### config.mk
export PLATFORM = sky130hd
export DESIGN_NAME = tar_header_checker_core
export DESIGN_NICKNAME = d
export VERILOG_FILES = /design/src/rtl/core/tar_hdr_pkg.sv /design/src/rtl/core/tar_hdr_front.sv /design/src/rtl/core/tar_hdr_fifo.sv /design/src/rtl/core/tar_hdr_back.sv /design/src/rtl/core/tar_header_checker_core.sv
export VERILOG_INCLUDE_DIRS = /design/src /design/src/rtl/core
export SDC_FILE = /design/constraint.sdc
export NUM_CORES = 1
export LEC_CHECK = 0
export ABC_CLOCK_PERIOD_IN_PS = 9400
export BUFFER_PORTS_ARGS = -buffer_cell sky130_fd_sc_hd__buf_2
export CAP_MARGIN = 20
export CORE_AREA = 10 10 217 219
export DETAILED_ROUTE_END_ITERATION = 10
export DIE_AREA = 0 0 227 229
export PLACE_DENSITY = 0.74
export SLEW_MARGIN = 20
export SYNTH_ARGS = -nofsm -noshare
export SYNTH_HDL_FRONTEND = slang
export SYNTH_SLANG_ARGS = --single-unit
### constraint.sdc
create_clock -name clk -period 9.4 [get_ports clk]
set_clock_uncertainty 0.2 [all_clocks]
set_input_delay 1.88 -clock clk [delete_from_list [all_inputs] [get_ports clk]]
set_output_delay 1.88 -clock clk [all_outputs]
set_load 0.02 [all_outputs]
### src/rtl/core/tar_header_checker_core_assert.svh
// Assertion macros for the tar header checker RTL (used by tar_hdr_fifo).
// Each macro expects signals named clk and rst in the module that uses it.
`ifndef TAR_HEADER_CHECKER_CORE_ASSERT_SVH
`define TAR_HEADER_CHECKER_CORE_ASSERT_SVH

// Condition must hold at every clock edge outside reset.
`define TAR_ASSERT_ALWAYS(label, expr, msg) \
  label: assert property (@(posedge clk) disable iff (rst) (expr)) else $error(msg);

// Consequent must hold in the cycle after the antecedent.
`define TAR_ASSERT_NEXT(label, ante, cons, msg) \
  label: assert property (@(posedge clk) disable iff (rst) (ante) |=> (cons)) \
    else $error(msg);

`endif

### src/rtl/core/tar_hdr_pkg.sv
// ---------------------------------------------------------------------------
// tar_hdr_pkg
// Shared types and constants of the tar header checker: block layout,
// status codes and the per-block summary passed from front to back.
// ---------------------------------------------------------------------------
package tar_hdr_pkg;

  localparam int unsigned BLOCK_BYTES = 512;
  localparam int unsigned OFF_W       = $clog2(BLOCK_BYTES);

  localparam logic [OFF_W-1:0] OFF_LAST   = OFF_W'(BLOCK_BYTES - 1);
  localparam logic [OFF_W-1:0] SIZE_FIRST = OFF_W'(124);
  localparam logic [OFF_W-1:0] SIZE_LAST  = OFF_W'(135);
  localparam logic [OFF_W-1:0] CHK_FIRST  = OFF_W'(148);
  localparam logic [OFF_W-1:0] CHK_LAST   = OFF_W'(155);
  localparam logic [OFF_W-1:0] TYPE_OFF   = OFF_W'(156);

  localparam logic [7:0] SPACE_BYTE = 8'h20;
  localparam logic [7:0] MINUS_BYTE = 8'h2d;
  localparam logic [7:0] ZERO_CHAR  = 8'h30;
  localparam logic [7:0] SEVEN_CHAR = 8'h37;
  localparam logic [7:0] TAB_BYTE   = 8'h09;
  localparam logic [7:0] CR_BYTE    = 8'h0d;

  localparam int unsigned TOTAL_W = 18;
  localparam int unsigned CHK_W   = 24;
  localparam int unsigned SIZE_W  = 64;

  typedef enum logic [1:0] {
    ST_VALID        = 2'd0,
    ST_EMPTY        = 2'd1,
    ST_BAD_CHECKSUM = 2'd2,
    ST_SIZE_BAD     = 2'd3
  } tar_status_t;

  // Everything the back end needs to judge one finished block
  typedef struct packed {
    logic               nonzero;
    logic               ck_digits;
    logic               ck_neg;
    logic [CHK_W-1:0]   ck_val;
    logic [TOTAL_W-1:0] u_total;
    logic [TOTAL_W-1:0] s_total;
    logic               sz_ok;
    logic               sz_bin;
    logic [SIZE_W-1:0]  sz_val;
    logic [7:0]         etype;
  } tar_sum_t;

endpackage

### src/rtl/core/tar_hdr_front.sv
// ---------------------------------------------------------------------------
// tar_hdr_front
// Byte front end: tracks the offset in the block, keeps both byte sums,
// parses the checksum and size fields, and emits a summary after byte 511.
// ---------------------------------------------------------------------------
module tar_hdr_front
  import tar_hdr_pkg::*;
(
  input  logic        clk,
  input  logic        rst,
  input  logic        take,
  input  logic [7:0]  data_byte,
  output logic        at_last,
  output logic        sum_push,
  output tar_sum_t    sum_data
);

  typedef enum logic [1:0] {
    PH_SKIP   = 2'd0,
    PH_DIGITS = 2'd1,
    PH_DONE   = 2'd2,
    PH_NONE   = 2'd3
  } phase_t;

  logic [OFF_W-1:0]   offset;
  logic [TOTAL_W-1:0] u_total, u_total_next;
  logic [TOTAL_W-1:0] s_total, s_total_next;
  logic [CHK_W-1:0]   ck_val, ck_val_next;
  phase_t             ck_phase, ck_phase_next;
  logic               ck_neg, ck_neg_next;
  logic [SIZE_W-1:0]  sz_val, sz_val_next;
  phase_t             sz_phase, sz_phase_next;
  logic               sz_bin, sz_bin_next;
  logic [7:0]         etype, etype_next;
  logic               nonzero, nonzero_next;

  logic               in_chk, in_size;
  logic               is_blank, is_oct;
  logic [2:0]         digit;
  logic [TOTAL_W-1:0] u_add, s_add;

  assign at_last = (offset == OFF_LAST);

  // Classify the byte and its position
  always_comb begin
    in_chk   = (offset >= CHK_FIRST) && (offset <= CHK_LAST);
    in_size  = (offset >= SIZE_FIRST) && (offset <= SIZE_LAST);
    is_blank = (data_byte == SPACE_BYTE) ||
               ((data_byte >= TAB_BYTE) && (data_byte <= CR_BYTE));
    is_oct   = (data_byte >= ZERO_CHAR) && (data_byte <= SEVEN_CHAR);
    digit    = data_byte[2:0];
  end

  // Sums: checksum bytes count as spaces, signed sum sign-extends the byte
  always_comb begin
    if (in_chk) begin
      u_add = TOTAL_W'(SPACE_BYTE);
      s_add = TOTAL_W'(SPACE_BYTE);
    end else begin
      u_add = {{(TOTAL_W-8){1'b0}}, data_byte};
      s_add = {{(TOTAL_W-8){data_byte[7]}}, data_byte};
    end
    u_total_next = u_total + u_add;
    s_total_next = s_total + s_add;
    nonzero_next = nonzero | (data_byte != 8'd0);
    etype_next   = (offset == TYPE_OFF) ? data_byte : etype;
  end

  // Checksum field octal parser
  always_comb begin
    ck_val_next   = ck_val;
    ck_phase_next = ck_phase;
    ck_neg_next   = ck_neg;
    if (in_chk) begin
      unique case (ck_phase)
        PH_SKIP: begin
          if (is_oct) begin
            ck_val_next   = CHK_W'(digit);
            ck_phase_next = PH_DIGITS;
          end else if (!is_blank) begin
            ck_neg_next   = ck_neg | (data_byte == MINUS_BYTE);
            ck_phase_next = PH_NONE;
          end
        end
        PH_DIGITS: begin
          if (is_oct) ck_val_next = {ck_val[CHK_W-4:0], digit};
          else        ck_phase_next = PH_DONE;
        end
        PH_DONE, PH_NONE: begin
          ck_phase_next = ck_phase;
        end
      endcase
    end
  end

  // Size field: base-256 when byte 124 has its top bit set, else octal
  always_comb begin
    sz_val_next   = sz_val;
    sz_phase_next = sz_phase;
    sz_bin_next   = sz_bin;
    if (in_size) begin
      if ((offset == SIZE_FIRST) && data_byte[7]) begin
        sz_bin_next = 1'b1;
      end else if (sz_bin) begin
        sz_val_next = {sz_val[SIZE_W-9:0], data_byte};
      end else begin
        unique case (sz_phase)
          PH_SKIP: begin
            if (is_oct) begin
              sz_val_next   = SIZE_W'(digit);
              sz_phase_next = PH_DIGITS;
            end else if (!is_blank) begin
              sz_phase_next = PH_NONE;
            end
          end
          PH_DIGITS: begin
            if (is_oct) sz_val_next = {sz_val[SIZE_W-4:0], digit};
            else        sz_phase_next = PH_DONE;
          end
          PH_DONE, PH_NONE: begin
            sz_phase_next = sz_phase;
          end
        endcase
      end
    end
  end

  // Build the block summary from the values after the last byte
  always_comb begin
    sum_push           = take && at_last;
    sum_data.nonzero   = nonzero_next;
    sum_data.ck_digits = (ck_phase_next == PH_DIGITS) || (ck_phase_next == PH_DONE);
    sum_data.ck_neg    = ck_neg_next;
    sum_data.ck_val    = ck_val_next;
    sum_data.u_total   = u_total_next;
    sum_data.s_total   = s_total_next;
    sum_data.sz_ok     = sz_bin_next || (sz_phase_next == PH_DIGITS) ||
                         (sz_phase_next == PH_DONE);
    sum_data.sz_bin    = sz_bin_next;
    sum_data.sz_val    = sz_val_next;
    sum_data.etype     = etype_next;
  end

  // Advance per accepted byte; clear after the last byte of a block
  always_ff @(posedge clk) begin
    if (rst || (take && at_last)) begin
      offset   <= '0;
      u_total  <= '0;
      s_total  <= '0;
      ck_val   <= '0;
      ck_phase <= PH_SKIP;
      ck_neg   <= 1'b0;
      sz_val   <= '0;
      sz_phase <= PH_SKIP;
      sz_bin   <= 1'b0;
      etype    <= '0;
      nonzero  <= 1'b0;
    end else if (take) begin
      offset   <= offset + 1'b1;
      u_total  <= u_total_next;
      s_total  <= s_total_next;
      ck_val   <= ck_val_next;
      ck_phase <= ck_phase_next;
      ck_neg   <= ck_neg_next;
      sz_val   <= sz_val_next;
      sz_phase <= sz_phase_next;
      sz_bin   <= sz_bin_next;
      etype    <= etype_next;
      nonzero  <= nonzero_next;
    end
  end

endmodule

### src/rtl/core/tar_hdr_fifo.sv
// ---------------------------------------------------------------------------
// tar_hdr_fifo
// Short queue of block summaries between the byte front end and the
// result back end.
// ---------------------------------------------------------------------------
`include "tar_header_checker_core_assert.svh"

module tar_hdr_fifo
  import tar_hdr_pkg::*;
#(
  parameter int unsigned DEPTH = 2
)
(
  input  logic     clk,
  input  logic     rst,
  input  logic     wr_en,
  input  tar_sum_t wr_data,
  output logic     q_full,
  input  logic     rd_en,
  output logic     q_empty,
  output tar_sum_t rd_data
);

  localparam int unsigned PW = (DEPTH > 1) ? $clog2(DEPTH) : 1;
  localparam int unsigned CW = $clog2(DEPTH + 1);
  localparam logic [PW-1:0] PTR_LAST = PW'(DEPTH - 1);
  localparam logic [CW-1:0] CNT_FULL = CW'(DEPTH);

  tar_sum_t        mem [DEPTH];
  logic [PW-1:0]   wr_ptr;
  logic [PW-1:0]   rd_ptr;
  logic [CW-1:0]   count;

  assign q_full  = (count == CNT_FULL);
  assign q_empty = (count == '0);
  assign rd_data = mem[rd_ptr];

  // Store the written entry
  always_ff @(posedge clk) begin
    if (wr_en) begin
      mem[wr_ptr] <= wr_data;
    end
  end

  // Advance pointers and occupancy
  always_ff @(posedge clk) begin
    if (rst) begin
      wr_ptr <= '0;
      rd_ptr <= '0;
      count  <= '0;
    end else begin
      if (wr_en) wr_ptr <= (wr_ptr == PTR_LAST) ? '0 : wr_ptr + 1'b1;
      if (rd_en) rd_ptr <= (rd_ptr == PTR_LAST) ? '0 : rd_ptr + 1'b1;
      if (wr_en && !rd_en)      count <= count + 1'b1;
      else if (!wr_en && rd_en) count <= count - 1'b1;
    end
  end

  `TAR_ASSERT_ALWAYS(a_count_bound, count <= CNT_FULL, "summary queue count above depth")
  `TAR_ASSERT_ALWAYS(a_no_overflow, !(wr_en && q_full), "summary queue written while full")
  `TAR_ASSERT_ALWAYS(a_no_underflow, !(rd_en && q_empty), "summary queue read while empty")
  `TAR_ASSERT_NEXT(a_count_up, wr_en && !rd_en, count == $past(count) + 1'b1, "count did not rise")

endmodule

### src/rtl/core/tar_hdr_back.sv
// ---------------------------------------------------------------------------
// tar_hdr_back
// Result back end: judges each block summary and holds the result in an
// output register until the consumer pops it.
// ---------------------------------------------------------------------------
module tar_hdr_back
  import tar_hdr_pkg::*;
(
  input  logic                clk,
  input  logic                rst,
  input  logic                q_empty,
  input  tar_sum_t            q_data,
  output logic                q_pop,
  input  logic                pop,
  output logic                empty,
  output logic [1:0]          status,
  output logic [7:0]          type_flag,
  output logic [SIZE_W-1:0]   entry_size,
  output logic                size_is_binary,
  output logic [TOTAL_W-2:0]  computed_sum,
  output logic [CHK_W-1:0]    header_sum
);

  logic        out_valid;
  logic        match;
  tar_status_t status_next;
  tar_status_t status_q;

  // Decide the status: empty, then bad checksum, then size, then valid
  always_comb begin
    match = (q_data.ck_val == CHK_W'(q_data.u_total)) ||
            (!q_data.s_total[TOTAL_W-1] && (q_data.ck_val == CHK_W'(q_data.s_total)));
    priority if (!q_data.nonzero) begin
      status_next = ST_EMPTY;
    end else if (!q_data.ck_digits || q_data.ck_neg || !match) begin
      status_next = ST_BAD_CHECKSUM;
    end else if (!q_data.sz_ok) begin
      status_next = ST_SIZE_BAD;
    end else begin
      status_next = ST_VALID;
    end
  end

  // Refill the output register when it is free or being taken
  assign q_pop  = !q_empty && (!out_valid || pop);
  assign empty  = !out_valid;
  assign status = status_q;

  always_ff @(posedge clk) begin
    if (rst) begin
      out_valid <= 1'b0;
    end else if (q_pop) begin
      out_valid <= 1'b1;
    end else if (pop) begin
      out_valid <= 1'b0;
    end
  end

  // Load the result payload
  always_ff @(posedge clk) begin
    if (q_pop) begin
      status_q       <= status_next;
      type_flag      <= q_data.etype;
      entry_size     <= q_data.sz_ok ? q_data.sz_val : '0;
      size_is_binary <= q_data.sz_bin;
      computed_sum   <= q_data.u_total[TOTAL_W-2:0];
      header_sum     <= q_data.ck_val;
    end
  end

endmodule

### src/rtl/core/tar_header_checker_core.sv
// ---------------------------------------------------------------------------
// tar_header_checker_core
// Checks a tar header block streamed one byte per cycle, unless full holds
// the last byte, and reports its checksum status, entry type and entry size.
// ---------------------------------------------------------------------------
// Input channel: push/full with data_byte. Bytes 0 to 511 of each 512-byte
// header block arrive in order, one byte per cycle while full is low, with no gaps needed.
// Output channel: empty/pop. One result per block, carrying status,
// type_flag, entry_size, size_is_binary, computed_sum and header_sum.
// Throughput: one byte per cycle while full is low; the front end keeps
// every sum and field parser updated per byte.
// The summary enters the queue at the edge that accepts byte 511 and moves
// into the output register when that register is empty or being popped.
// When the consumer stalls, finished block summaries collect in the queue of
// QUEUE_DEPTH entries; full rises only at byte 511 of a block whose summary
// has no room, so earlier bytes keep flowing.
// Reset clears the byte offset, sums, parsers, the summary queue and the
// output register; the next byte accepted is offset 0 of a new block.
// ---------------------------------------------------------------------------
module tar_header_checker_core
  import tar_hdr_pkg::*;
#(
  parameter int unsigned QUEUE_DEPTH = 2
)
(
  input  logic                clk,
  input  logic                rst,
  input  logic                push,
  output logic                full,
  input  logic [7:0]          data_byte,
  input  logic                pop,
  output logic                empty,
  output logic [1:0]          status,
  output logic [7:0]          type_flag,
  output logic [SIZE_W-1:0]   entry_size,
  output logic                size_is_binary,
  output logic [TOTAL_W-2:0]  computed_sum,
  output logic [CHK_W-1:0]    header_sum
);

  logic     take;
  logic     at_last;
  logic     sum_push;
  tar_sum_t sum_data;
  logic     q_full;
  logic     q_empty;
  logic     q_pop;
  tar_sum_t q_data;

  // Hold the input only when the last byte finds no queue room
  assign full = q_full && at_last;
  assign take = push && !full;

  tar_hdr_front u_front (
    .clk       (clk),
    .rst       (rst),
    .take      (take),
    .data_byte (data_byte),
    .at_last   (at_last),
    .sum_push  (sum_push),
    .sum_data  (sum_data)
  );

  tar_hdr_fifo #(
    .DEPTH (QUEUE_DEPTH)
  ) u_fifo (
    .clk     (clk),
    .rst     (rst),
    .wr_en   (sum_push),
    .wr_data (sum_data),
    .q_full  (q_full),
    .rd_en   (q_pop),
    .q_empty (q_empty),
    .rd_data (q_data)
  );

  tar_hdr_back u_back (
    .clk            (clk),
    .rst            (rst),
    .q_empty        (q_empty),
    .q_data         (q_data),
    .q_pop          (q_pop),
    .pop            (pop),
    .empty          (empty),
    .status         (status),
    .type_flag      (type_flag),
    .entry_size     (entry_size),
    .size_is_binary (size_is_binary),
    .computed_sum   (computed_sum),
    .header_sum     (header_sum)
  );

endmodule

==> flow_metrics.py <==
metrics = {
    "floorplan": {
        "dieHeight_microns": 229,
        "core_sq_mm": 0.04270,
        "die_area_sq_mm": 0.05198,
        "start_util_pct": 54.55,
        "ios": 130,
        "die_w_microns": 227,
        "rows": 76,
    },
    "clock_tree": {
        "htreeDepth": 2,
        "cts_tree": "done",
        "cts_hold_buf": 0,
        "cts_resized": 0,
        "cts_setup_buffers": 0,
        "clk_path_buf_depth": 3,
        "cts_root_buf": "clkbuf_16",
        "cts_sinks": 544,
        "clk_pin_slew_ps": 70,
        "numCtsBuffers": 53,
        "clk_latency_ps": 610,
    },
    "timing": {
        "fmax_ghz": 0.2127,
        "setup_viol_count_final": 0,
        "layout_min_cycle_time_ps": 4702,
        "fin_crit_sh_pct": 50.02,
        "hold_viol_final": 0,
        "final_max_slew_viol_count": 0,
        "setup_tns_ps": 0,
        "worst-slew-pin-transition_ps": 1093,
        "slew_headroom_pct": 27.14,
        "rsz0062_at_grt": "false",
    },
    "run": {
        "maxCapViolations": 0,
    },
    "finish": {
        "drive_gt1_share_pct": 14.87,
        "layout.cells.non_filler": 2671,
        "area_growth_pct": 12.51,
        "fin_nets": 2106,
        "n_antenna_cell": 0,
        "final_cell_mix": "edfxtp_1 (390), nand2_1 (346), nor2_1 (157), dfxtp_1 (152), a21oi_1 (137)",
        "layout_commonest_cell": "edfxtp_1",
        "fill_cells": 3176,
    },
    "place": {
        "finalWeightedCongestion": 0.8583,
        "port_buffers": 129,
        "numPlacedInstances": 2570,
        "dp_hpwl_mm": 32.67,
    },
    "logic_synthesis": {
        "synthArstFlopShare_pct": 0,
        "yosysWarnings": 0,
        "synth-edff-count": 390,
        "synth-seq-area-share_pct": 63.53,
        "synthCells": 2010,
        "ys_seq_elements": 544,
        "syn-num-nets": 2036,
        "ys_types": 77,
        "avgSynthCellArea_sq_um": 11.59,
        "netlist_area_sq_mm": 0.02329,
        "synthFlopType": "edfxtp_1",
    },
    "global_routing": {
        "grt_usage_pct": 20.05,
        "grt_start_max_net_pins": 138,
        "gr-total-overflow": 0,
        "grt_pass1_vias": 14980,
        "grt_pass1_wl_mm": 83.90,
        "antenna_found_initial": 2,
    },
    "route": {
        "drc": 0,
        "vias_per_cell": 5.890,
        "ant_nets": 0,
        "drt_iter0_drc": 1719,
        "wl_per_cell_microns": 19.75,
        "first_pass_iters": 5,
        "num_vias": 15730,
        "drt-total-wl_mm": 52.74,
    },
    "setup_path": {
        "worst_ep_arrival_time_ps": 4930,
        "worstPathRequired_ps": 9630,
        "worstPathMaxFanout": 22,
        "worstSetupEndpointType": "register",
        "critPathLaunchType": "input port",
        "path_class": "input port to register",
    },
    "min_path": {
        "hold_path.class": "register to register",
    },
    "power": {
        "p_leak_nw": 8.078,
        "ir_worst_vdd_mv": 0.1732,
        "powerDensity_mw_per_mm2": 194.8,
    },
    "status": {
        "outcome": "finished clean",
    },
}
-- stage by stage --
stage               util [%]  area (sq um)  setup slack [ps]  power [mW]  hold WS [ps]
finish                 61.37         26200              4698       5.104         257.9
floorplan                  -         23290             498.3       2.844         233.8
detailed placement     56.94         24310              4169       2.907         246.8
global placement       56.94         24310              4265       2.897         239.3
CTS                    61.30         26170              4712       5.129         255.4
global route           61.37         26200              4503       5.259         272.4
-- routing by layer --
layer  vias up  GRT usage, %  part of all wire, %
met3        99         3.898                  7.4
met5         -             0                0.040
met1      7689         28.67                   44
li1       7333             -                    -
met2       607         30.69                   46
met4         4         5.436                  2.4
-- synthesized netlist by cell type (4+ instances only) --
library cell    n  share of area, %
nand4_1         9              0.24
inv_1          38              0.61
nand3_1        44              0.95
a211oi_1        5              0.16
buf_1          27              0.44
buf_2          17              0.37
nor4_1         16              0.43
or3_1          17              0.46
mux2_2         44               2.1
and2_1          9              0.24
a21oi_1       137               2.9
edfxtp_1      390                50
o211ai_1        4              0.13
a21o_1          9              0.29
o21a_1          8              0.26
a22oi_1        55               1.8
nor2_1        158               2.5
nand2_1       347               5.6
dfxtp_1       154                13
clkbuf_1       89               1.4
a31oi_1        11              0.30
and3_1          6              0.16
a221o_1         7              0.30
o21ai_0        28              0.60
ha_1           14              0.75
o21ai_1        58               1.2
nand2b_1        5              0.13
xnor2_1        65               2.4
nor3_1         31              0.67
mux2i_1       106               4.6
or2_2           4              0.11
xor2_1         33               1.2
-- critical path, cell delays in order --
cell and delay [ps]:
buf_2 390, nand2_1 180, xnor2_1 170, ha_1 290, a221o_1 280, a222oi_1 350, a221oi_1 180, a21oi_1 370
o21bai_2 210, or3_1 340, nand2_1 80, xor2_1 210
-- path summary, 6_finish.rpt --
kind                                       start                            end  slack, ps  cells past startpoint
setup / recovery                    data_byte[1]    u_fifo.mem[0][82]$_DFFE_PP_       4700                     12
hold / removal     u_front.etype[7]$_SDFFE_PP0P_  u_front.etype[7]$_SDFFE_PP0P_        260                      2
setup reg to reg  u_front.offset[7]$_SDFFE_PP0P_    u_fifo.mem[0][82]$_DFFE_PP_       4890                     14
hold reg to reg    u_front.etype[7]$_SDFFE_PP0P_  u_front.etype[7]$_SDFFE_PP0P_        260                      2
-- power breakdown --
group	switching, mW	total [mW]	internal [mW]
combinational	0.166	0.258	0.0918
clock	0.909	2.24	1.33
sequential	0.0295	2.61	2.58
-- final cells by class --
type / count / area [sq um] / area share (%)
clock buffers: 70 / 1471 / 5.616
clock inverters: 30 / 389.1 / 1.485
repair buffers: 149 / 828.3 / 3.161
inverters: 38 / 145.1 / 0.5539
flip-flops and latches: 544 / 14800 / 56.48
multi-input cells: 1294 / 7885 / 30.09
well taps: 546 / 683.2 / 2.607
-- flip-flops by register name, summed over array words and instances (netlist names), 9 cells and up, named ones only --
signal / flops
u_front.sz_val: 64
u_back.entry_size: 64
u_front.u_total: 18
u_front.offset: 9
u_back.header_sum: 24
u_front.ck_val: 24
u_front.s_total: 18
u_back.computed_sum: 17
u_fifo.mem: 274
-- kinds of logic (layout without fill, tap and decap cells) --
group                    count (synthesis)  in the layout  share of synthesized area (%)
AND/OR/NAND/NOR                        663            663                          12.27
flip-flops                             544            544                          63.53
AO/OA/AOI/OAI                          362            362                          9.832
buffers and inverters                  172            287                          2.880
multiplexers                           152            152                          6.807
XOR/XNOR                                99             99                          3.755
adder cells (fa/ha/maj)                 18             18                         0.9295
(Power assumes the default switching activity.)
